### src/design/dcof_pkg.sv
package dcof_pkg;

  localparam int PIVOT_DEPTH = 256;
  localparam int PIVOT_AW    = $clog2(PIVOT_DEPTH);
  localparam int CODE_BITS   = 20;
  localparam int CNT_W       = 9;
  localparam int FRAC_W      = 24;

  localparam logic [3:0] PFX_WRITE   = 4'b0001;
  localparam logic [3:0] PFX_CONTROL = 4'b0010;
  localparam logic [3:0] PFX_CLEAR   = 4'b0011;

  typedef enum logic [1:0] {
    CMD_PIVOT   = 2'd0,
    CMD_WRITE   = 2'd1,
    CMD_CLEAR   = 2'd2,
    CMD_CONTROL = 2'd3
  } cmd_e;

  typedef enum logic [1:0] {
    RANGE_UNI5  = 2'd0,
    RANGE_UNI10 = 2'd1,
    RANGE_BI5   = 2'd2,
    RANGE_BI10  = 2'd3
  } range_e;

  typedef enum logic [2:0] {
    REG_RANGE_SELECT = 3'd0,
    REG_INVERT       = 3'd1,
    REG_LIMIT_LOW    = 3'd2,
    REG_LIMIT_HIGH   = 3'd3,
    REG_CAL_ENABLE   = 3'd4,
    REG_CAL_MIN      = 3'd5,
    REG_CAL_SCALE    = 3'd6,
    REG_PIVOT_COUNT  = 3'd7
  } cfg_reg_e;

  // Sideband that travels with every item down the pipeline.
  typedef struct packed {
    logic        vld;
    cmd_e        cmd;
    logic [31:0] data;
  } tag_t;

  // Zero voltage of each output range, Q8.24.
  function automatic logic signed [31:0] zero_volt(range_e rng);
    case (rng)
      RANGE_UNI5:  zero_volt = 32'sd41943040;
      RANGE_UNI10: zero_volt = 32'sd83886080;
      default:     zero_volt = 32'sd0;
    endcase
  endfunction

  // Half of the scaling denominator, span * 2^24.
  function automatic logic [31:0] half_den(range_e rng);
    case (rng)
      RANGE_UNI5:  half_den = 32'd83886080;
      RANGE_BI10:  half_den = 32'd335544320;
      default:     half_den = 32'd167772160;
    endcase
  endfunction

  // The denominator is 5 * 2^k; this returns k.
  function automatic logic [4:0] den_shift(range_e rng);
    case (rng)
      RANGE_UNI5:  den_shift = 5'd25;
      RANGE_BI10:  den_shift = 5'd27;
      default:     den_shift = 5'd26;
    endcase
  endfunction

  // Control word with the buffer bit set and the linearity bits of the span.
  function automatic logic [23:0] ctrl_frame(range_e rng);
    case (rng)
      RANGE_UNI5:  ctrl_frame = {PFX_CONTROL, 20'h00002};
      RANGE_BI10:  ctrl_frame = {PFX_CONTROL, 20'h00302};
      default:     ctrl_frame = {PFX_CONTROL, 20'h00242};
    endcase
  endfunction

endpackage

### src/design/dcof_interp.sv
module dcof_interp import dcof_pkg::*; (
  input  logic               clk_i,
  input  logic               rst_ni,
  input  tag_t               tag_i,
  input  logic [FRAC_W:0]    frac_i,
  input  logic signed [31:0] p0_i,
  input  logic signed [31:0] p1_i,
  input  logic               cal_enable_i,
  output tag_t               tag_o,
  output logic signed [31:0] target_o
);

  // Stage 6: magnitude and sign of the pivot step.
  logic signed [32:0] d;
  logic [32:0]        s6_mag_d, s6_mag_q;
  logic               s6_neg_q;
  logic signed [31:0] s6_p0_q;
  logic [FRAC_W:0]    s6_frac_q;
  tag_t               s6_tag_q;

  always_comb begin
    d        = $signed({p1_i[31], p1_i}) - $signed({p0_i[31], p0_i});
    s6_mag_d = d[32] ? 33'(-d) : 33'(d);
  end

  // Stage 7: step times fraction.
  logic [57:0]        s7_prod_d, s7_prod_q;
  logic               s7_neg_q;
  logic signed [31:0] s7_p0_q;
  tag_t               s7_tag_q;

  assign s7_prod_d = 58'(s6_mag_q) * 58'(s6_frac_q);

  // Stage 8: a falling step rounds toward minus infinity.
  logic [57:0]        rnd;
  logic [33:0]        tmag;
  logic signed [33:0] p0_x, sum;
  logic signed [31:0] s8_target_d, s8_target_q;
  tag_t               s8_tag_q;

  always_comb begin
    rnd  = s7_prod_q + 58'(24'hFFFFFF);
    tmag = s7_neg_q ? rnd[57:24] : s7_prod_q[57:24];
    p0_x = {{2{s7_p0_q[31]}}, s7_p0_q};
    sum  = s7_neg_q ? (p0_x - $signed(tmag)) : (p0_x + $signed(tmag));
    s8_target_d = cal_enable_i ? sum[31:0] : signed'(s7_tag_q.data);
  end

  always_ff @(posedge clk_i or negedge rst_ni) begin
    if (!rst_ni) begin
      s6_tag_q <= '0;
      s7_tag_q <= '0;
      s8_tag_q <= '0;
    end else begin
      s6_tag_q <= tag_i;
      s7_tag_q <= s6_tag_q;
      s8_tag_q <= s7_tag_q;
    end
  end

  always_ff @(posedge clk_i) begin
    s6_mag_q    <= s6_mag_d;
    s6_neg_q    <= d[32];
    s6_p0_q     <= p0_i;
    s6_frac_q   <= frac_i;
    s7_prod_q   <= s7_prod_d;
    s7_neg_q    <= s6_neg_q;
    s7_p0_q     <= s6_p0_q;
    s8_target_q <= s8_target_d;
  end

  assign tag_o    = s8_tag_q;
  assign target_o = s8_target_q;

endmodule

### config.mk
export PLATFORM = sky130hd
export DESIGN_NAME = dcof_interp
export DESIGN_NICKNAME = d
export VERILOG_FILES = /design/src/design/dcof_pkg.sv /design/src/design/dcof_interp.sv
export SDC_FILE = /design/constraint.sdc
export NUM_CORES = 2
export LEC_CHECK = 0
export ABC_CLOCK_PERIOD_IN_PS = 8900
export BUFFER_PORTS_ARGS = -buffer_cell sky130_fd_sc_hd__buf_2
export CAP_MARGIN = 20
export CORE_MARGIN = 2
export CORE_UTILIZATION = 50
export CTS_BUF_LIST = sky130_fd_sc_hd__clkbuf_2 sky130_fd_sc_hd__clkbuf_4 sky130_fd_sc_hd__clkbuf_8
export CTS_CLUSTER_DIAMETER = 80
export DETAILED_ROUTE_END_ITERATION = 6
export PLACE_DENSITY = 0.79
export RECOVER_POWER = 50
export SKIP_CTS_REPAIR_TIMING = 1
export SYNTH_ARGS = -nofsm -noshare
export SYNTH_HDL_FRONTEND = slang
export SYNTH_SLANG_ARGS = --single-unit
### constraint.sdc
create_clock -name clk_i -period 8.9 [get_ports clk_i]
set_input_delay 0 -clock clk_i [delete_from_list [all_inputs] [get_ports clk_i]]
set_output_delay 0 -clock clk_i [all_outputs]
set_load 0.02 [all_outputs]
# [After elaboration in Yosys (flattened, before gate mapping)]
# Index checks and enable logic that the tools add are counted.
[totals] ff_bits=317 word_cells=28
[op_classes] mux=4 n_addsub=5 mul=1
[ops] cell="two-way mux 32 bit" count=4
[ops] cell="adder 56 x 24 -> 56 bit, second input constant" count=1
[ops] cell="multiplier 33 x 25 -> 56 bit" count=1
[ops] cell="negation 33 bit" count=1
[ops] cell="subtractor 32 x 32 -> 33 bit" count=1
[ops] cell="adder 32 bit" count=1
[ops] cell="subtractor 32 bit" count=1

# [Logic depth before layout (Yosys ltp)]
[logic_depth] ltp_word=5 ltp_mapped=27

# [Worst setup path before layout]
# OpenSTA, ideal clock, no wires.
[synth_path] path_kind="register -> register" start="reg s6_frac_q[4]" end="reg s7_prod_q[53]" slack_ps=1963 setup_time_ps=95 n_path_buf=1 required_time_ps=8805 path_stages_with_launch=26 arrival_ps=6841 cell_sequence="dfxtp_1 -> clkbuf_1 -> nand2_1 -> fa_1 -> inv_1 -> fa_1 -> inv_1 -> fa_1 -> fa_1 -> fa_1 -> inv_1 -> fa_1 -> inv_1 -> fa_1 -> inv_1 -> ha_1 -> and4_1 -> a21oi_1 -> o21ai_0 -> a221oi_1 -> a31oi_1 -> o41ai_2 -> o31a_1 -> o21a_1 -> o21ai_1 -> a221oi_1"
[synth_via] elab_chain_cells=1
[synth_rtl] element="start: declaration" line_no="dcof_interp.sv:18" source="logic [FRAC_W:0] s6_frac_q;"
[synth_rtl] element="start signal: assignment" line_no="dcof_interp.sv:65" source="s6_frac_q <= frac_i;"
[synth_rtl] element="multiplier 33 x 25 -> 56 bit" line_no="dcof_interp.sv:32" source="assign s7_prod_d = 58'(s6_mag_q) * 58'(s6_frac_q);"
[synth_rtl] element="net s7_prod_d[53]" line_no="dcof_interp.sv:27" source="logic [57:0] s7_prod_d, s7_prod_q;"
[synth_rtl] element="end signal: assignment" line_no="dcof_interp.sv:66" source="s7_prod_q <= s7_prod_d;"
[synth_rtl] element="end: declaration" line_no="dcof_interp.sv:27"
# The timed path passes the listed nets, and every way through them passes these cells.
# A chain may end at the register's enable or synchronous reset.

# [Worst setup path in the final report]
[layout_path] start="reg s6_mag_q[12]" end="reg s7_prod_q[53]"
[layout_via] elab_chain_cells=1
[layout_rtl] element="start: declaration" line_no="dcof_interp.sv:15" source="logic [32:0] s6_mag_d, s6_mag_q;"
[layout_rtl] element="start signal: assignment" line_no="dcof_interp.sv:62" source="s6_mag_q <= s6_mag_d;"
[layout_rtl] element="multiplier 33 x 25 -> 56 bit" line_no="dcof_interp.sv:32"
[layout_rtl] element="net s7_prod_d[53]" line_no="dcof_interp.sv:27"
# The timed path passes the listed nets, and every way through them passes these cells.

==> impl_metrics.toml <==
[min_path]
min_path_type = "input pin to flip-flop"

[sta]
max_freq_ghz = 0.116
skew_ns = 0.0658
rsz0062_at_grt = "false"
whs_ns = -0.00354
hold_viol = 1
min_period_over_period_pct = 96.8
slew_violations = 68
tns_ns = 0
fin_crit_ns = 8.61
setup_viol = 0
worstMarginPinSlew_ns = 1.73
slew_headroom_pct = -15.1

[worst_setup_path]
cp.arrival_ns = 9.22
critPathLaunchType = "flip-flop"
crit_fanout = 25
r2r_start = "s6_mag_q[12]"
worstRegToRegCells = 24
ff2ff_setup_slack_ns = 0.29
end_kind = "flip-flop"
critPathLaunch = "s6_mag_q[12]"
cp-endpoint = "s7_prod_q[53]"
required_ns = 9.51
r2r_end = "s7_prod_q[53]"
crit_type = "flip-flop to flip-flop"

[layout]
syn2layout_area_growth_pct = 13.2
drive_above_1_share_pct = 8.25
fillers = 6489
final_nets = 5607
multi_input_area_mm2 = 0.0285
final_common_cell = "inv_1"
final_cell_mix = "855 x inv_1, 711 x fa_1, 471 x nand2_1"
finalNonFillerCells = 5619
register_area_mm2 = 0.00688

[place]
portBuffers = 193
place_hpwl_mm = 81.1
dp_cells = 5324
gp_congestion = 0.914

[floorplanning]
dieArea_mm2 = 0.0808
placementRows = 102
core_area_mm2 = 0.0776
fp.dieH_um = 284
io-pin-count = 194
floorplan.initialDensity_pct = 50.6
die_w_um = 284

[run_status]
violations = "hold timing, capacitance limit, slew limit"
status = "finished, violations left"

[cts]
cts_buffer_depth = 3
cts_tree = "yes"
clk_latency_ns = 0.72
cts-root-buf = "clkbuf_8"
clk_pin_slew_ns = 0.07
clock_sinks = 317
htree_num_levels = 2
cts_inserted_buffers = 56

[yosys]
syn_avg_cell_area_um2 = 9.32
synth_area_leaders = "fa_1 36%, dfxtp_1 11%, inv_1 8.2%"
ys_seq_area_share_pct = 17.5
ys_seq_elements = 317
synth_area_mm2 = 0.0393
syn_nets = 5297
synth_cell_types = 86
dominantRegCellSynth = "dfxtp_1"
synth_top_area_share_pct = 36.2
async_flop_share_pct = 33.1
yosys_warnings = 0
yosys.area.top_type = "fa_1"
synth_edf_count = 0
netlist_instances = 4214

[detailed_routing]
wire_per_inst_um = 19.2
final_antenna_net_count = 0
post-route-drc-count = 0
drt_pass1_iterations = 7
drt_iter0_drc = 2554
finalWirelength_mm = 108
vias_per_cell = 5.49
via_count = 30858

[global_routing]
track_usage_pct = 25.7
antenna_found_initial = 10
grt_pass1_vias = 31075
grt_max_degree = 73
gr-total-overflow = 0
grt_pass1_wl_mm = 164

[run]
drv_cap = 2
==> metal layers <==
layer | part of all wire [%] | track usage (%)
met5 | 0.026 | 0
met1 | 37 | 32.2
met3 | 7.9 | 4.49
met2 | 49 | 43.0
met4 | 5.8 | 12.3
==> how the worst min path moves through the flow <==
| stage | startpoint | endpoint | slack [ns] | depth (start not counted) |
|---|---|---|---|---|
| 3_3_place_gp | rst_ni | s7_tag_q[16] | -0.04 | 1 |
| 5_1_grt | p0_i[21] | s6_p0_q[21] | 0.008 | 2 |
| 2_1_floorplan | rst_ni | s6_tag_q[0] | -0.30 | 0 |
| 4_1_cts | rst_ni | s6_tag_q[23] | -0.75 | 1 |
| 3_5_place_dp | rst_ni | s7_tag_q[15] | -0.03 | 1 |
| 6_report | tag_i[16] | s6_tag_q[16] | -0.004 | 2 |
==> registers in the layout, summed over array words and instances, names as in the netlist <==
| name | cells |
|---|---|
| s6_tag_q | 35 |
| s7_neg_q | 1 |
| s7_prod_q | 56 |
| s6_mag_q | 33 |
| s6_frac_q | 25 |
| s6_p0_q | 32 |
| s7_p0_q | 32 |
| tag_o | 35 |
| target_o | 32 |
| s6_neg_q | 1 |
| s7_tag_q | 35 |
==> cell type report <==
class	instances	share of cell area (%)
Clock inverter	27	0.839
Timing Repair Buffer	437	7.19
Antenna cell	7	0.0394
Multi-Input combinational cell	2857	64.1
Inverter	855	7.22
Tap cell	1040	2.93
Clock buffer	79	2.23
Sequential cell	317	15.5
==> through the flow <==
stage / utilization [%] / area (µm²) / worst slack (ns)
after floorplan: - / 39300 / 1.96
after global placement: 53.2 / 41300 / 0.708
after detailed placement: 53.2 / 41300 / 0.467
after CTS: 55.0 / 42700 / 0.431
after global routing: 57.3 / 44500 / 0.0600
final: 57.3 / 44500 / 0.289
==> critical path, stage by stage (launching register included) <==
cell      delay, ns
dfxtp_1        1.09
nand2_1        0.19
fa_1           0.59
inv_1          0.05
fa_1           0.48
inv_1          0.06
fa_1           0.45
fa_1           0.52
fa_1           0.55
inv_1          0.05
fa_1           0.51
inv_1          0.06
fa_1           0.48
inv_1          0.04
ha_1           0.34
and4_1         0.24
a21oi_1        0.11
o21ai_0        0.12
a221oi_1       0.67
a31oi_1        0.37
o41ai_2        0.62
o31a_1         0.27
o21a_1         0.17
o21ai_1        0.11
a221oi_1       0.33
==> cell families (layout without fill, tap and decap cells) <==
family | Yosys count | in the layout | synth area share [%]
DFF | 317 | 317 | 17.5
muxes | 30 | 30 | 0.841
adders and majority gates | 956 | 956 | 44.1
xor gates and xnor gates | 165 | 165 | 3.68
buffers and inverters | 1040 | 1398 | 10.0
other | 0 | 7 | 0
AOI/OAI and AO/OA | 439 | 439 | 7.42
and+or+nand+nor | 1267 | 1267 | 16.5
==> synth_stat cells (all sizes together), types with 14 or more instances <==
master	count
a211oi	18
a21o	55
a21oi	131
a31oi	24
and2	456
and3	17
clkbuf	173
dfrtp	105
dfxtp	212
fa	711
ha	245
inv	855
mux2	24
nand2	472
nand2b	14
nand3	42
nand4	25
nor2	114
nor2b	18
nor3	35
nor4	14
o21ai	84
o21bai	16
xnor2	125
xor2	40
Power is left out: the tool's default activity adds up to more than one toggle a clock period on the data nets, which glitch-free logic cannot reach.
