==> config.mk <==
export PLATFORM = sky130hd
export DESIGN_NAME = dcof_front
export DESIGN_NICKNAME = d
export VERILOG_FILES = /design/src/design/dcof_pkg.sv /design/src/design/dcof_front.sv
export SDC_FILE = /design/constraint.sdc
export NUM_CORES = 2
export LEC_CHECK = 0
export ABC_AREA = 0
export BUFFER_PORTS_ARGS = -buffer_cell sky130_fd_sc_hd__buf_4
export CAP_MARGIN = 25
export CORE_UTILIZATION = 64
export DETAILED_ROUTE_END_ITERATION = 8
export GPL_TIMING_DRIVEN = 0
export PLACE_DENSITY = 0.83
export SYNTH_ARGS = -nofsm -noshare
export SYNTH_HDL_FRONTEND = slang
export SYNTH_SLANG_ARGS = --single-unit
==> constraint.sdc <==
create_clock -name clk_i -period 9 [get_ports clk_i]
set_input_delay 0.45 -clock clk_i [delete_from_list [all_inputs] [get_ports clk_i]]
set_output_delay 0.45 -clock clk_i [all_outputs]
set_load 0.05 [all_outputs]
==> src/design/dcof_pkg.sv <==
package dcof_pkg;

  localparam int PIVOT_DEPTH = 256;
  localparam int PIVOT_AW    = $clog2(PIVOT_DEPTH);
  localparam int CODE_BITS   = 20;
  localparam int CNT_W       = 9;
  localparam int FRAC_W      = 24;

  localparam logic [3:0] PFX_WRITE   = 4'b0001;
  localparam logic [3:0] PFX_CONTROL = 4'b0010;
  localparam logic [3:0] PFX_CLEAR   = 4'b0011;

  typedef enum logic [1:0] {
    CMD_PIVOT   = 2'd0,
    CMD_WRITE   = 2'd1,
    CMD_CLEAR   = 2'd2,
    CMD_CONTROL = 2'd3
  } cmd_e;

  typedef enum logic [1:0] {
    RANGE_UNI5  = 2'd0,
    RANGE_UNI10 = 2'd1,
    RANGE_BI5   = 2'd2,
    RANGE_BI10  = 2'd3
  } range_e;

  typedef enum logic [2:0] {
    REG_RANGE_SELECT = 3'd0,
    REG_INVERT       = 3'd1,
    REG_LIMIT_LOW    = 3'd2,
    REG_LIMIT_HIGH   = 3'd3,
    REG_CAL_ENABLE   = 3'd4,
    REG_CAL_MIN      = 3'd5,
    REG_CAL_SCALE    = 3'd6,
    REG_PIVOT_COUNT  = 3'd7
  } cfg_reg_e;

  // Sideband that travels with every item down the pipeline.
  typedef struct packed {
    logic        vld;
    cmd_e        cmd;
    logic [31:0] data;
  } tag_t;

  // Zero voltage of each output range, Q8.24.
  function automatic logic signed [31:0] zero_volt(range_e rng);
    case (rng)
      RANGE_UNI5:  zero_volt = 32'sd41943040;
      RANGE_UNI10: zero_volt = 32'sd83886080;
      default:     zero_volt = 32'sd0;
    endcase
  endfunction

  // Half of the scaling denominator, span * 2^24.
  function automatic logic [31:0] half_den(range_e rng);
    case (rng)
      RANGE_UNI5:  half_den = 32'd83886080;
      RANGE_BI10:  half_den = 32'd335544320;
      default:     half_den = 32'd167772160;
    endcase
  endfunction

  // The denominator is 5 * 2^k; this returns k.
  function automatic logic [4:0] den_shift(range_e rng);
    case (rng)
      RANGE_UNI5:  den_shift = 5'd25;
      RANGE_BI10:  den_shift = 5'd27;
      default:     den_shift = 5'd26;
    endcase
  endfunction

  // Control word with the buffer bit set and the linearity bits of the span.
  function automatic logic [23:0] ctrl_frame(range_e rng);
    case (rng)
      RANGE_UNI5:  ctrl_frame = {PFX_CONTROL, 20'h00002};
      RANGE_BI10:  ctrl_frame = {PFX_CONTROL, 20'h00302};
      default:     ctrl_frame = {PFX_CONTROL, 20'h00242};
    endcase
  endfunction

endpackage

==> src/design/dcof_front.sv <==
module dcof_front import dcof_pkg::*; (
  input  logic                    clk_i,
  input  logic                    rst_ni,
  input  logic                    in_vld_i,
  input  cmd_e                    cmd_i,
  input  logic [31:0]             value_i,
  input  logic [7:0]              pidx_i,
  input  logic signed [31:0]      limit_low_i,
  input  logic signed [31:0]      limit_high_i,
  input  logic signed [31:0]      cal_min_i,
  input  logic [31:0]             cal_scale_i,
  input  logic [CNT_W-1:0]        pivot_count_i,
  output tag_t                    tag_o,
  output logic [PIVOT_AW-1:0]     idx_o,
  output logic [FRAC_W:0]         frac_o,
  output logic [7:0]              pidx_o
);

  // Stage 1: clamp to the limits, low limit first.
  logic signed [31:0] val_s, lo_clamp, clamp_v;
  tag_t               s1_tag_d, s1_tag_q;
  logic [7:0]         s1_pidx_q;

  always_comb begin
    val_s    = signed'(value_i);
    lo_clamp = (val_s < limit_low_i) ? limit_low_i : val_s;
    clamp_v  = (lo_clamp > limit_high_i) ? limit_high_i : lo_clamp;
    s1_tag_d.vld  = in_vld_i;
    s1_tag_d.cmd  = cmd_i;
    s1_tag_d.data = (cmd_i == CMD_WRITE) ? clamp_v : value_i;
  end

  // Stage 2: offset from the first pivot.
  logic signed [32:0] s2_diff_d, s2_diff_q;
  tag_t               s2_tag_q;
  logic [7:0]         s2_pidx_q;

  assign s2_diff_d = $signed({s1_tag_q.data[31], s1_tag_q.data}) -
                     $signed({cal_min_i[31], cal_min_i});

  // Stage 3: fractional pivot index, 40 fraction bits.
  logic        s3_pos_d, s3_pos_q;
  logic [63:0] s3_prod_d, s3_prod_q;
  tag_t        s3_tag_q;
  logic [7:0]  s3_pidx_q;

  assign s3_pos_d  = ~s2_diff_q[32] && (s2_diff_q[31:0] != 32'd0);
  assign s3_prod_d = 64'(s2_diff_q[31:0]) * 64'(cal_scale_i);

  // Stage 4: clamp the index to the pivots in use.
  logic [CNT_W-1:0]    n_eff, nm1, idx_n;
  logic [23:0]         ip;
  logic [FRAC_W:0]     s4_frac_d, s4_frac_q;
  logic [PIVOT_AW-1:0] s4_idx_d, s4_idx_q;
  tag_t                s4_tag_q;
  logic [7:0]          s4_pidx_q;

  always_comb begin
    if (pivot_count_i < CNT_W'(2)) begin
      n_eff = CNT_W'(2);
    end else if (32'(pivot_count_i) > PIVOT_DEPTH) begin
      n_eff = CNT_W'(PIVOT_DEPTH);
    end else begin
      n_eff = pivot_count_i;
    end
    nm1 = n_eff - CNT_W'(1);
    ip  = s3_prod_q[63:40];
    if (!s3_pos_q) begin
      idx_n     = '0;
      s4_frac_d = '0;
    end else if (ip >= 24'(nm1)) begin
      // Past the top pivot: last interval with fraction one.
      idx_n     = nm1 - CNT_W'(1);
      s4_frac_d = (FRAC_W + 1)'(1) << FRAC_W;
    end else begin
      idx_n     = ip[CNT_W-1:0];
      s4_frac_d = {1'b0, s3_prod_q[39:16]};
    end
    s4_idx_d = PIVOT_AW'(idx_n);
  end

  always_ff @(posedge clk_i or negedge rst_ni) begin
    if (!rst_ni) begin
      s1_tag_q <= '0;
      s2_tag_q <= '0;
      s3_tag_q <= '0;
      s4_tag_q <= '0;
    end else begin
      s1_tag_q <= s1_tag_d;
      s2_tag_q <= s1_tag_q;
      s3_tag_q <= s2_tag_q;
      s4_tag_q <= s3_tag_q;
    end
  end

  always_ff @(posedge clk_i) begin
    s1_pidx_q <= pidx_i;
    s2_pidx_q <= s1_pidx_q;
    s2_diff_q <= s2_diff_d;
    s3_pidx_q <= s2_pidx_q;
    s3_pos_q  <= s3_pos_d;
    s3_prod_q <= s3_prod_d;
    s4_pidx_q <= s3_pidx_q;
    s4_idx_q  <= s4_idx_d;
    s4_frac_q <= s4_frac_d;
  end

  assign tag_o  = s4_tag_q;
  assign idx_o  = s4_idx_q;
  assign frac_o = s4_frac_q;
  assign pidx_o = s4_pidx_q;

endmodule

Yosys cells after proc, flatten, opt, wreduce, memory -nomap -nowiden
Cells that the tools add are included.
- register bits after elaboration: 303
- latch bits: 0
- memory bits (writable): 0
- memory bits (read-only): 0
- input bits: 182
- output and inout bits: 76
- word-level logic and storage cells: 44
- memories: 0
- add/sub/neg operators: 3
- $mul: 1
- div/mod/pow operators: 0
- order comparisons: 5
- eq/ne operators: 1
- shift-type cells: 0
- mux-type cells: 7
- bitwise logic cells: 2
- reduce and logical (&&, ||, !) cells: 3
- operators with widths (kind ; count):
    32-bit 2-to-1 mux ; 3
    32-bit by 32-bit multiplier with 64-bit output ; 1
    32-bit by 32-bit subtractor with 33-bit output ; 1
    32-bit greater-than comparator ; 1
    32-bit less-than comparator ; 1
    32-bit nonzero test ; 1
    25-bit 2-to-1 mux ; 1
    24-bit by 9-bit greater-or-equal comparator with 1-bit output ; 1
    9-bit 2-to-1 mux ; 2
    9-bit greater-than comparator (second input constant) ; 1
    9-bit by 2-bit less-than comparator with 1-bit output (second input constant) ; 1
    9-bit by 1-bit subtractor with 9-bit output (second input constant) ; 1
    8-bit 2-to-1 mux ; 1
    8-bit by 1-bit subtractor with 8-bit output (second input constant) ; 1
    2-bit by 1-bit equality test with 1-bit output (second input constant) ; 1
    1-bit NOT ; 2
    2-bit OR reduction ; 1
    1-bit logical AND ; 1

Depth between registers and ports, before layout
- depth after elaboration: 6
- gate-level depth with buffers: 28
- gate-level depth less buffers: 26

Worst setup path after synthesis
OpenSTA, ideal clock, no wires.
- path type: input to register
- start point: in cal_scale_i[8]
- end point: reg s3_prod_q[53]
- arrival time: 7.035 ns
- setup slack: 1.843 ns
- stages on the path: 25
- path buffers: 2
- cell sequence: clkbuf_1 > nand2_1 > fa_1 > fa_1 > fa_1 > fa_1 > inv_1 > fa_1 > fa_1 > fa_1 > inv_1 > fa_1 > inv_1 > ha_1 > clkbuf_1 > nand4_1 > nor2_1 > nand4_1 > nor2_1 > nand4b_1 > a2111oi_2 > o21ai_1 > nand2_1 > a2111oi_0 > a311o_1
- cells in the longest elaborated chain, start to end: 1
- RTL lines (what ; line ; source):
    start, declared ; dcof_front.sv:11 ; input logic [31:0] cal_scale_i,
    32-bit by 32-bit multiplier with 64-bit output ; dcof_front.sv:48 ; assign s3_prod_d = 64'(s2_diff_q[31:0]) * 64'(cal_scale_i);
    net s3_prod_d[53] ; dcof_front.sv:43 ; logic [63:0] s3_prod_d, s3_prod_q;
    end signal, assigned ; dcof_front.sv:102 ; s3_prod_q <= s3_prod_d;
    end, declared ; dcof_front.sv:43 ;
The timed path passes the listed nets, and every way through them passes these cells.
A chain may end at the register's enable or synchronous reset.

Worst setup path in the final report
- start point: reg s2_diff_q[29]
- end point: reg s3_prod_q[53]
- cells in the longest elaborated chain, start to end: 1
- RTL lines (what ; line ; source):
    start, declared ; dcof_front.sv:34 ; logic signed [32:0] s2_diff_d, s2_diff_q;
    start signal, assigned ; dcof_front.sv:99 ; s2_diff_q <= s2_diff_d;
    32-bit by 32-bit multiplier with 64-bit output ; dcof_front.sv:48 ;
    net s3_prod_d[53] ; dcof_front.sv:43 ;
The timed path passes the listed nets, and every way through them passes these cells.

==> flow_metrics.env <==
export IMPL_top_layer_used="met5"
export IMPL_synthSimpleGateAreaFrac_pct=16.04
export IMPL_met2_length_mm=69.86
export IMPL_syn_num_nets=6077
export IMPL_antenna_found_initial=14
export IMPL_first_pass_iters=6
export IMPL_timing_slew_headroom_pct=18.66
export IMPL_syn_area_per_cell_um2=9.578
export IMPL_grt_max_degree=99
export IMPL_ant_nets=0
export IMPL_gp_congestion=1.088
export IMPL_grt_overflow=0
export IMPL_synth_top_family_by_area="adder cells"
export IMPL_yosysWarnings=0
export IMPL_hp_class="in -> reg"
export IMPL_max_freq_mhz=112.5
export IMPL_clkTransAtPathRegs_ns=0.07
export IMPL_worst_ep_required_time_ns=9.51
export IMPL_fill_cells=5307
export IMPL_fin_crit_sh_pct=98.78
export IMPL_wl_met1_mm=51.70
export IMPL_hpwl_mm=126.6
export IMPL_final_max_slew_viol_count=0
export IMPL_synth_compound_area_share_pct=6.691
export IMPL_grtUsageTotal_pct=45.65
export IMPL_drt_wirelength_per_cell_um=26.55
export IMPL_seq_area_um2=6449
export IMPL_die_w_um=265.3
export IMPL_ys_flop_type="dfxtp_1"
export IMPL_max_stage_delay_ns=0.68
export IMPL_synth_cell_types=72
export IMPL_mostFrequentLayoutCell="inv_1"
export IMPL_multi_input_area_um2=33360
export IMPL_rsz0062_at_grt="no"
export IMPL_syn2layout_area_growth_pct=10.23
export IMPL_clock_latency_ns=0.61
export IMPL_worst_setup_path_end_kind="flip-flop"
export IMPL_ys_ff_latch=287
export IMPL_layout_drive_gt1_share_pct=8.716
export IMPL_cts_root_buf="clkbuf_16"
export IMPL_worstPathArrival_ns=9.40
export IMPL_worstPathCellList="clkbuf_1, nand2_1, fa_1, inv_1, fa_1, inv_1, fa_1, fa_1, inv_1, fa_1, fa_1, fa_1, fa_1, ha_1, nand3_1, nor2_1, nand4_1, nor2_1, nand4b_1, a2111oi_4, o21ai_1, nand2_1, a2111oi_0, a311o_1"
export IMPL_max_cap_violations=0
export IMPL_layout_common_cells="inv_1 (982), fa_1 (896), and2_1 (617), nand2_1 (505), ha_1 (368)"
export IMPL_synth_edf_count=0
export IMPL_netlist_area_um2=44360
export IMPL_fin_tns_setup_ns=0
export IMPL_h_tree_depth=1
export IMPL_setup_viol=0
export IMPL_synth_cells=4631
export IMPL_cp_start_kind="flip-flop"
export IMPL_cts_buffers_inserted=29
export IMPL_worst_slack_ns=0.1099
export IMPL_timing_final_crit_period_ns=8.890
export IMPL_async_flop_share_pct=48.78
export IMPL_synthAdderAreaFrac_pct=50.82
export IMPL_grt_pass1_wl_mm=228.6
export IMPL_status="completed"
export IMPL_die_h_um=265.3
export IMPL_cts_tree="done"
export IMPL_io_buffers=256
export IMPL_cts_setup_buffers=0
export IMPL_r2r_slack_ns=0.11
export IMPL_dr_total_vias=35155
export IMPL_yosysSeqAreaShare_pct=14.53
export IMPL_die_area_um2=70360
export IMPL_initial_core_util_pct=64.67
export IMPL_crit_fanout=10
export IMPL_hold_viol=0
export IMPL_fp_coreArea_um2=68590
export IMPL_yosys_mux_area_fraction_pct=0.04513
export IMPL_rows=96
export IMPL_cts_path_max_buffers=3
export IMPL_synth_xor_area_share_pct=1.577
export IMPL_drt_initial_drc_count=3228
export IMPL_via_per_inst=5.945
export IMPL_cp_slowest_cell="dfxtp_1"
export IMPL_first_global_vias=36521
export IMPL_preCtsSetupSlack_ns=-0.1192
export IMPL_io_pins=258
export IMPL_wl_met3_mm=18.33
export IMPL_num_nets_final=6391
export IMPL_cpMostUsedCell="fa_1"
export IMPL_worst_pin_slew_ns=1.220
export IMPL_numClockSinks=287
export IMPL_worstSetupPathType="reg -> reg"
export IMPL_wirelength_mm=157.0
export IMPL_skew_ns=0.04480
export IMPL_drc=0
## synthesized netlist by cell type, types with 21 or more instances
cell type | count | area (µm²)
a21oi_1 | 93 | 465.5
ha_1 | 368 | 4604
dfxtp_1 | 147 | 2943
clkbuf_1 | 225 | 844.6
nand2_1 | 505 | 1896
xor2_1 | 25 | 219.0
dfrtp_1 | 140 | 3503
nor2_1 | 58 | 217.7
inv_1 | 982 | 3686
or3_1 | 41 | 256.5
a21o_1 | 83 | 623.1
xnor2_1 | 53 | 464.2
fa_1 | 896 | 17940
nand4_1 | 26 | 162.7
o221a_2 | 35 | 394.1
and2_1 | 617 | 3860
nand3_1 | 21 | 105.1
o21ai_0 | 81 | 405.4
## kinds of logic (layout without fill, tap and decap cells)
family | after synthesis | count (layout)
fa+ha+maj | 1264 | 1264
simple gates | 1364 | 1364
flops | 287 | 287
xor+xnor | 79 | 79
other cells | 0 | 14
mux | 2 | 2
buf+inv | 1214 | 1551
compound gates | 421 | 421
## per-stage QoR
stage	hold slack (ns)	std cells	area [µm²]	utilization (%)
floorplan	0.1544	4631	44360	-
global placement	0.3096	5818	47440	69.17
detailed placement	0.3121	5824	47550	69.33
CTS	0.1127	5890	48650	70.94
global route	0.1303	5901	48860	71.24
finish	0.1303	5913	48890	71.29
## state kept, by name, summed over array words and instances, names as in the netlist
name	cells
s3_pidx_q	8
s3_tag_q	35
pidx_o	8
s3_pos_q	1
frac_o	25
s2_tag_q	35
s2_diff_q	33
s3_prod_q	48
s1_tag_q	35
s1_pidx_q	8
tag_o	35
idx_o	8
s2_pidx_q	8
## final cells by class
class | instances | area share (%)
clock buffer | 44 | 1.784
inverter | 982 | 7.539
buffer | 232 | 1.932
tap | 931 | 2.383
antenna | 14 | 0.07166
timing repair buffer | 283 | 4.655
clock inverter | 10 | 0.2201
multi-input combinational | 3130 | 68.23
sequential | 287 | 13.19
## repair_timing
item                                    in CTS  in global routing
endpoints found under the hold margin       53                  0
hold buffers                                12                  0
endpoints found under the setup margin       3                 14
resized for setup                            2                131
## critical path, delay by kind of cell (launching register included)
kind                       cells  cell delay, ns
AOI/OAI and AO/OA              4            1.14
adders and majority gates      9            4.79
buffers and inverters          4            0.77
DFF                            1            0.68
and+or+nand+nor                7            1.41
## per-layer routing
layer | vias to the layer above | track usage (%)
met2 | 2204 | 70.13
met1 | 17588 | 51.91
met3 | 742 | 14.34
li1 | 14619 | -
met5 | - | 0
met4 | 2 | 39.26
## worst paths after layout
path,start,endpoint,cells after the start
worst max-delay path,s2_diff_q[29]$_DFF_P_,s3_prod_q[53]$_DFF_P_,24
worst max register to register,s2_diff_q[29]$_DFF_P_,s3_prod_q[53]$_DFF_P_,24
min in group asynchronous,rst_ni,s1_tag_q[23]$_DFF_PN0_,2
max in group asynchronous,rst_ni,s1_tag_q[33]$_DFF_PN0_,3
worst min register to register,s1_pidx_q[7]$_DFF_P_,s2_pidx_q[7]$_DFF_P_,0
worst min-delay path,limit_low_i[7],s1_tag_q[7]$_DFF_PN0_,2
Power is not shown: default switching activity piles up to over one toggle a cycle in this logic, so the estimate is an artifact.
