## src/design/dcof_pkg.sv

```systemverilog
package dcof_pkg;

  localparam int PIVOT_DEPTH = 256;
  localparam int PIVOT_AW    = $clog2(PIVOT_DEPTH);
  localparam int CODE_BITS   = 20;
  localparam int CNT_W       = 9;
  localparam int FRAC_W      = 24;

  localparam logic [3:0] PFX_WRITE   = 4'b0001;
  localparam logic [3:0] PFX_CONTROL = 4'b0010;
  localparam logic [3:0] PFX_CLEAR   = 4'b0011;

  typedef enum logic [1:0] {
    CMD_PIVOT   = 2'd0,
    CMD_WRITE   = 2'd1,
    CMD_CLEAR   = 2'd2,
    CMD_CONTROL = 2'd3
  } cmd_e;

  typedef enum logic [1:0] {
    RANGE_UNI5  = 2'd0,
    RANGE_UNI10 = 2'd1,
    RANGE_BI5   = 2'd2,
    RANGE_BI10  = 2'd3
  } range_e;

  typedef enum logic [2:0] {
    REG_RANGE_SELECT = 3'd0,
    REG_INVERT       = 3'd1,
    REG_LIMIT_LOW    = 3'd2,
    REG_LIMIT_HIGH   = 3'd3,
    REG_CAL_ENABLE   = 3'd4,
    REG_CAL_MIN      = 3'd5,
    REG_CAL_SCALE    = 3'd6,
    REG_PIVOT_COUNT  = 3'd7
  } cfg_reg_e;

  // Sideband that travels with every item down the pipeline.
  typedef struct packed {
    logic        vld;
    cmd_e        cmd;
    logic [31:0] data;
  } tag_t;

  // Zero voltage of each output range, Q8.24.
  function automatic logic signed [31:0] zero_volt(range_e rng);
    case (rng)
      RANGE_UNI5:  zero_volt = 32'sd41943040;
      RANGE_UNI10: zero_volt = 32'sd83886080;
      default:     zero_volt = 32'sd0;
    endcase
  endfunction

  // Half of the scaling denominator, span * 2^24.
  function automatic logic [31:0] half_den(range_e rng);
    case (rng)
      RANGE_UNI5:  half_den = 32'd83886080;
      RANGE_BI10:  half_den = 32'd335544320;
      default:     half_den = 32'd167772160;
    endcase
  endfunction

  // The denominator is 5 * 2^k; this returns k.
  function automatic logic [4:0] den_shift(range_e rng);
    case (rng)
      RANGE_UNI5:  den_shift = 5'd25;
      RANGE_BI10:  den_shift = 5'd27;
      default:     den_shift = 5'd26;
    endcase
  endfunction

  // Control word with the buffer bit set and the linearity bits of the span.
  function automatic logic [23:0] ctrl_frame(range_e rng);
    case (rng)
      RANGE_UNI5:  ctrl_frame = {PFX_CONTROL, 20'h00002};
      RANGE_BI10:  ctrl_frame = {PFX_CONTROL, 20'h00302};
      default:     ctrl_frame = {PFX_CONTROL, 20'h00242};
    endcase
  endfunction

endpackage

```

## src/design/dcof_scale.sv

```systemverilog
module dcof_scale import dcof_pkg::*; (
  input  logic               clk_i,
  input  logic               rst_ni,
  input  tag_t               tag_i,
  input  logic signed [31:0] target_i,
  input  range_e             range_i,
  input  logic               invert_i,
  output logic               strobe_o,
  output logic [23:0]        frame_o,
  output logic [31:0]        clamped_o,
  output logic               sat_o
);

  localparam logic signed [30:0] CMAX = 31'((1 <<< (CODE_BITS - 1)) - 1);
  localparam logic signed [30:0] CMIN = 31'(-(1 <<< (CODE_BITS - 1)));

  // Stage 9: offset by the zero voltage of the range.
  logic signed [31:0] zv;
  logic signed [33:0] s9_x_d, s9_x_q;
  tag_t               s9_tag_q;

  always_comb begin
    zv     = zero_volt(range_i);
    s9_x_d = $signed({{2{target_i[31]}}, target_i}) - $signed({{2{zv[31]}}, zv});
  end

  // Stage 10: numerator 2 * x * (2^CODE_BITS - 1) - den / 2.
  logic signed [56:0] xe, s10_num_d, s10_num_q;
  tag_t               s10_tag_q;

  always_comb begin
    xe        = {{23{s9_x_q[33]}}, s9_x_q};
    s10_num_d = (xe <<< (CODE_BITS + 1)) - (xe <<< 1) - $signed({25'd0, half_den(range_i)});
  end

  // Stage 11: magnitude divided by the power-of-two part of the denominator.
  logic [56:0] mag;
  logic [31:0] s11_a_d, s11_a_q;
  logic        s11_neg_q;
  tag_t        s11_tag_q;

  always_comb begin
    mag     = s10_num_q[56] ? 57'(-s10_num_q) : 57'(s10_num_q);
    s11_a_d = 32'(mag >> den_shift(range_i));
  end

  // Stage 12: divide by five through the reciprocal.
  logic [63:0] s12_prod_d, s12_prod_q;
  logic        s12_neg_q;
  tag_t        s12_tag_q;

  assign s12_prod_d = 64'(s11_a_q) * 64'(32'hCCCCCCCD);

  // Stage 13: sign, saturation, inversion and framing.
  logic [29:0]           q;
  logic signed [30:0]    code, code_c;
  logic                  sat;
  logic [CODE_BITS-1:0]  code_w;
  logic [19:0]           data20;
  logic                  strobe_d, strobe_q;
  logic [23:0]           frame_d, frame_q;
  logic [31:0]           clamped_d, clamped_q;
  logic                  sat_d, sat_q;

  always_comb begin
    q    = s12_prod_q[63:34];
    code = s12_neg_q ? -$signed({1'b0, q}) : $signed({1'b0, q});
    code_c = code;
    sat    = 1'b0;
    if (code > CMAX) begin
      code_c = CMAX;
      sat    = 1'b1;
    end else if (code < CMIN) begin
      code_c = CMIN;
      sat    = 1'b1;
    end
    if (invert_i) begin
      if (code_c == CMIN) begin
        code_c = CMAX;
        sat    = 1'b1;
      end else begin
        code_c = -code_c;
      end
    end
    code_w = code_c[CODE_BITS-1:0];
    data20 = 20'(code_w) << (20 - CODE_BITS);

    strobe_d  = s12_tag_q.vld && (s12_tag_q.cmd != CMD_PIVOT);
    frame_d   = '0;
    clamped_d = '0;
    sat_d     = 1'b0;
    case (s12_tag_q.cmd)
      CMD_WRITE: begin
        frame_d   = {PFX_WRITE, data20};
        clamped_d = s12_tag_q.data;
        sat_d     = sat;
      end
      CMD_CLEAR: begin
        frame_d = {PFX_CLEAR, s12_tag_q.data[19:0]};
      end
      CMD_CONTROL: begin
        frame_d = ctrl_frame(range_i);
      end
      default: begin
        frame_d = '0;
      end
    endcase
  end

  always_ff @(posedge clk_i or negedge rst_ni) begin
    if (!rst_ni) begin
      s9_tag_q  <= '0;
      s10_tag_q <= '0;
      s11_tag_q <= '0;
      s12_tag_q <= '0;
      strobe_q  <= 1'b0;
    end else begin
      s9_tag_q  <= tag_i;
      s10_tag_q <= s9_tag_q;
      s11_tag_q <= s10_tag_q;
      s12_tag_q <= s11_tag_q;
      strobe_q  <= strobe_d;
    end
  end

  always_ff @(posedge clk_i) begin
    s9_x_q     <= s9_x_d;
    s10_num_q  <= s10_num_d;
    s11_a_q    <= s11_a_d;
    s11_neg_q  <= s10_num_q[56];
    s12_prod_q <= s12_prod_d;
    s12_neg_q  <= s11_neg_q;
    frame_q    <= frame_d;
    clamped_q  <= clamped_d;
    sat_q      <= sat_d;
  end

  assign strobe_o  = strobe_q;
  assign frame_o   = frame_q;
  assign clamped_o = clamped_q;
  assign sat_o     = sat_q;

endmodule

```

## config.mk

```make
export PLATFORM = sky130hd
export DESIGN_NAME = dcof_scale
export DESIGN_NICKNAME = d
export VERILOG_FILES = /design/src/design/dcof_pkg.sv /design/src/design/dcof_scale.sv
export SDC_FILE = /design/constraint.sdc
export NUM_CORES = 2
export LEC_CHECK = 0
export BUFFER_PORTS_ARGS = -buffer_cell sky130_fd_sc_hd__buf_2
export CORE_ASPECT_RATIO = 0.75
export CORE_MARGIN = 5
export CORE_UTILIZATION = 30
export CTS_CLUSTER_DIAMETER = 120
export DETAILED_ROUTE_END_ITERATION = 8
export PLACE_DENSITY = 0.45
export SETUP_SLACK_MARGIN = 0.5
export SYNTH_ARGS = -nofsm -noshare
export SYNTH_HDL_FRONTEND = slang
export SYNTH_SLANG_ARGS = --single-unit
```

## constraint.sdc

```tcl
create_clock -name clk_i -period 15.29 [get_ports clk_i]
set_input_delay 2.2935 -clock clk_i [delete_from_list [all_inputs] [get_ports clk_i]]
set_output_delay 2.2935 -clock clk_i [all_outputs]
set_load 0.1 [all_outputs]
```

# [Yosys cells after proc, flatten, opt, wreduce, memory -nomap -nowiden]
# Cells that the tools add are included.
[classes] n_addsub=6 multipliers=1 n_div=0 magnitude_cmp=2 n_eq_ne=6 shift=1 n_mux=15 bitwise_logic=0 reduce_logical=3
[op_table] cell="$mux W31" n=3
[op_table] cell="$pmux W22 S3" n=1
[op_table] cell="$mul A32 B32 Y64 const B" n=1
[op_table] cell="$pmux W29 S2" n=1
[op_table] cell="$mux W57" n=1
[op_table] cell="$neg A57 Y57" n=1
[op_table] cell="$shr A57 B5 Y32" n=1
[op_table] cell="$sub A55 B30 Y56" n=1
[op_table] cell="$sub A54 B34 Y55" n=1
[op_table] cell="$pmux W27 S2" n=1
[op_table] cell="$mux W20" n=2
[op_table] cell="$sub A32 B28 Y33" n=1
[op_table] cell="$eq A31 B20 Y1 const B" n=1
[op_table] cell="$gt A31 B20 Y1 const B" n=1
[op_table] cell="$lt A31 B20 Y1 const B" n=1
[op_table] cell="$neg A30 Y31" n=1
[op_table] cell="$neg A20 Y20" n=1
[op_table] cell="$pmux W10 S2" n=1
[op_table] cell="$eq A2 B2 Y1 const B" n=3
[op_table] cell="$eq A2 B1 Y1 const B" n=2
[op_table] cell="$mux W1" n=4
[op_table] cell="$pmux W2 S2" n=1
[op_table] cell="$logic_not A2 Y1" n=1
[op_table] cell="$reduce_bool A2 Y1" n=1
[op_table] cell="$logic_and A1 B1 Y1" n=1
[word_totals] reg_bits=386 latch_bits=0 mem_bits_rw=0 mem_bits_ro=0 memories=0

# [Depth between registers and ports, before layout]
[logic_depth] word_depth=9 mapped_depth=28

# [Least setup slack after synthesis]
# OpenSTA, ideal clock, no wires.
[synth_path] path_type="flip-flop to flip-flop" startpoint="register s11_a_q[7]" endpoint="register s12_prod_q[60]" setup_time_ns=0.072 arrival_time_ns=7.634 required_time_ns=15.218 setup_slack_ns=7.584 path_stages_with_launch=25 path_buffers=1 period_less_slack_ns=7.706 cell_sequence="dfxtp_1 > ha_1 > clkbuf_1 > xnor2_1 > inv_1 > ha_1 > or2_2 > fa_1 > fa_1 > fa_1 > fa_1 > fa_1 > ha_1 > ha_1 > a21o_1 > a21o_1 > a221o_1 > inv_1 > o21ai_0 > nor2b_1 > nor4_1 > o21ai_0 > or4b_2 > a31oi_1 > xnor2_1"
[synth_via] elab_chain_len=1
[synth_lines] element="start, declared" line_no="dcof_scale.sv:38" rtl="logic [31:0] s11_a_d, s11_a_q;"
[synth_lines] element="start signal, assigned" line_no="dcof_scale.sv:129" rtl="s11_a_q <= s11_a_d;"
[synth_lines] element="$mul A32 B32 Y64" line_no="dcof_scale.sv:52" rtl="assign s12_prod_d = 64'(s11_a_q) * 64'(32'hCCCCCCCD);"
[synth_lines] element="via s12_prod_d[60]" line_no="dcof_scale.sv:48" rtl="logic [63:0] s12_prod_d, s12_prod_q;"
[synth_lines] element="end signal, assigned" line_no="dcof_scale.sv:131" rtl="s12_prod_q <= s12_prod_d;"
[synth_lines] element="end, declared" line_no="dcof_scale.sv:48"
# The timed path passes the listed nets, and every way through them passes these cells.
# A chain may end at the register's enable or synchronous reset.

# [Worst setup path after layout]
[layout_path] startpoint="register s11_a_q[3]" endpoint="register s12_prod_q[63]"
# The elaborated chain is that of the path after synthesis.

==> qor.csv <==
stage,metric,value,unit
final_layout,area_delta_synth_final,11.8,%
worst_hold_path,hp-class,reg2reg,
sta,max_freq,112,MHz
placed_design,gp_congestion,0.936,
drt,drtIter0Drc,1528,
synthesis,ys_top_cells_by_area,"fa_1, ha_1, dfxtp_1",
worst_setup_path,worstPathRequired,15.77,ns
worst_setup_path,critPathMaxStageDelay,0.74,ns
synthesis,ys_ff_latch,348,
sta,tns,0,ns
worst_setup_path,worstSetupStartpoint,s11_a_q[3],
worst_setup_path,arrival,9.38,ns
sta,worst_pin_slew,1.16,ns
global_route,grt_pass1_vias,22647,
drt,wl_per_cell,19.4,um
floorplanning,die-area,113000,um^2
synthesis,yosysWarnings,0,
synthesis,synth.distinct_cells,81,
drt,drc,0,
drt,dr.pass1.iters,5,
synthesis,synth_top_area_share,24.7,%
worst_setup_path,reg2reg_from,s11_a_q[3],
cts,clkTransAtPathRegs,0.06,ns
sta,drv_slew,0,
worst_setup_path,critPathMostFrequentCell,fa_1,
outcome,status,"complete, no violations",
synthesis,syn_inst,3195,
global_route,gr-total-overflow,0,
drt,vias_per_cell,4.59,
cts,clk-insertion-delay-late,0.60,ns
synthesis,synth_area,31800,um^2
sta,hold_viol_final,0,
placed_design,place.detailed.hpwl,79000,um
cts,cts_tree,done,
drt,wl,92200,um
worst_setup_path,crit_chain,ha_1 > xor2_1 > xor2_1 > fa_1 > fa_1 > fa_1 > fa_1 > fa_1 > fa_1 > ha_1 > nand2_1 > o21ai_0 > nand4b_1 > o21bai_1 > o2111ai_1 > a2111oi_0 > nor4_1 > buf_4 > o21ai_0 > a221o_1 > a31o_2 > xnor2_1,
final_layout,nNetsFinal,4211,
cts,holdBufCountCts,0,
sta,min_period,8.90,ns
drt,vias,21826,
worst_hold_path,worstHoldStart,s11_tag_q[17],
floorplanning,core-area,105000,um^2
worst_setup_path,critPathKind,reg2reg,
floorplanning,rows,103,
sta,clock_skew,0.0299,ns
drt,ant_nets,0,
cts,postCtsSetupRepairBufs,0,
placed_design,io_buffers,127,
final_layout,diodes,0,
global_route,grt_pass1_wl,143000,um
floorplanning,start_util,30.2,%
final_layout,drive_above_1_share,7.73,%
sta,rsz0062_at_grt,false,
floorplanning,die_height,292,um
synthesis,synth_edf_count,0,
worst_setup_path,worstSetupStartpointType,flop,
cts,clockBufferDepth,3,
sta,finalSetupViolations,0,
synthesis,ys_seq_area_share,24.1,%
cts,h-tree-depth,2,
worst_setup_path,cp_max_fo,8,
floorplanning,die_x,386,um
synthesis,synthArstFlopShare,40.5,%
cts,cts_resized,0,
cts,clock_sinks,348,
sta,slew_headroom,22.3,%
cts,cts-buffers-inserted,44,
worst_setup_path,critPathSlowestCell,o21ai_0,
synthesis,synth.avg_cell_area,9.96,um^2
worst_setup_path,cp_num_buf_inv,1,
worst_setup_path,crit_family,adder cells,
cts,clockRootBuffer,clkbuf_16,
worst_setup_path,end_kind,flop,
floorplanning,pin_count,130,
job,cap_violations,0,
global_route,grt_usage,16.6,%
global_route,antenna_found_initial,4,
synthesis,synth_ff_type,dfxtp_1,
global_route,grt_max_degree,83,
sta,fin_crit_sh,58.2,%
synthesis,synth_top_cell_by_area,fa_1,
## final cells by class
| class | count | area (um^2) |
|---|---|---|
| clock inverters | 18 | 290 |
| clock buffers | 61 | 1230 |
| repair buffers | 143 | 762 |
| fillers | 10947 | 69700 |
| flip-flops and latches | 348 | 7670 |
| well taps | 1417 | 1770 |
| inverters | 700 | 2630 |
| multi-input cells | 2067 | 21200 |
## synthesized netlist by cell type (19+ instances only)
cell      count
o21ai_0     106
nor2_1      117
inv_1       698
nand4_1      19
clkbuf_1     71
xnor2_1      84
a21o_1       61
fa_1        393
and3_1       25
dfrtp_1     141
and2_1       49
nor3_1       44
mux2i_1      30
nor2b_1      21
a31oi_1      21
nand3_1      41
ha_1        442
a21oi_1     122
nand2_1     116
xor2_1       70
or3_1        22
dfxtp_1     207
o211ai_1     21
## worst reg2reg max path: stages (launching register included)
cell and delay, ns:
dfxtp_1 0.58, ha_1 0.44, xor2_1 0.52, xor2_1 0.18
fa_1 0.54, fa_1 0.58, fa_1 0.54, fa_1 0.52
fa_1 0.51, fa_1 0.50, ha_1 0.33, nand2_1 0.06
o21ai_0 0.74, nand4b_1 0.21, o21bai_1 0.17, o2111ai_1 0.31
a2111oi_0 0.75, nor4_1 0.10, buf_4 0.20, o21ai_0 0.45
a221o_1 0.33, a31o_2 0.18, xnor2_1 0.05
## metal layers
metal / wire length, um / global-route usage [%] / up-vias
met5: 7 / 0 / -
met4: 1140 / 2.26 / 2
met3: 7580 / 4.99 / 64
met2: 35300 / 22.0 / 518
met1: 48200 / 26.7 / 10640
li1: - / - / 10602
## final timing paths
check                           slack, ns              to  depth (start not counted)
min in group asynchronous            1.73    s12_tag_q[9]                          1
worst min register to register       0.34   s12_tag_q[17]                          0
max in group asynchronous           12.31    s9_tag_q[10]                          2
worst max-delay path                 6.39  s12_prod_q[63]                         22
worst max register to register       6.39  s12_prod_q[63]                         22
worst min-delay path                 0.34   s12_tag_q[17]                          0
## cells by family after synthesis
family                   after synthesis  synth area share [%]
multiplexers                          39                  1.26
AND/OR/NAND/NOR                      540                  8.79
adder cells (fa/ha/maj)              835                  42.1
buffers and inverters                781                  9.24
XOR/XNOR                             154                  4.24
other                                  1                0.0118
flip-flops                           348                  24.1
AO/OA/AOI/OAI                        497                  10.3
## cells in the final DEF (no fill, tap or decap), types with 13 or more instances in the layout
master / synthesis / routed
inv_1: 698 / 698
ha_1: 442 / 441
fa_1: 393 / 393
dfxtp_1: 207 / 206
dfrtp_1: 141 / 141
buf_2: 3 / 126
a21oi_1: 122 / 122
nor2_1: 117 / 117
nand2_1: 116 / 116
o21ai_0: 106 / 106
xnor2_1: 84 / 84
xor2_1: 70 / 70
a21o_1: 61 / 61
and2_1: 49 / 49
nor3_1: 44 / 44
clkbuf_16: 0 / 44
nand3_1: 41 / 41
mux2i_1: 30 / 30
and3_1: 25 / 25
or3_1: 22 / 22
nor2b_1: 21 / 21
o211ai_1: 21 / 21
a31oi_1: 21 / 21
nand4_1: 19 / 19
a211oi_1: 17 / 17
o21a_1: 17 / 17
nor4_1: 16 / 16
buf_4: 2 / 16
nand2b_1: 15 / 15
o21bai_1: 13 / 13
or2_2: 13 / 13
## through the flow
stage	hold slack (ns)	setup slack, ns	std cells	utilization [%]	instance area [um^2]
after global routing	0.348	5.92	4754	33.8	35600
after CTS	0.344	6.45	4754	33.8	35600
after global placement	0.331	6.65	4675	32.3	34100
after detailed placement	0.335	6.43	4675	32.3	34100
final	0.341	6.39	4754	33.8	35600
after floorplan	0.310	7.58	3196	-	31800
## registers in the layout, summed over array words and instances (netlist names), 22 cells and up
register,count
s11_tag_q,35
clamped_o,32
s12_prod_q,30
s10_tag_q,35
s11_a_q,32
frame_o,22
s9_tag_q,35
s10_num_q,55
s12_tag_q,35
s9_x_q,33
Power is not shown: default switching activity piles up to over one toggle a cycle in this logic, so the estimate is an artifact.
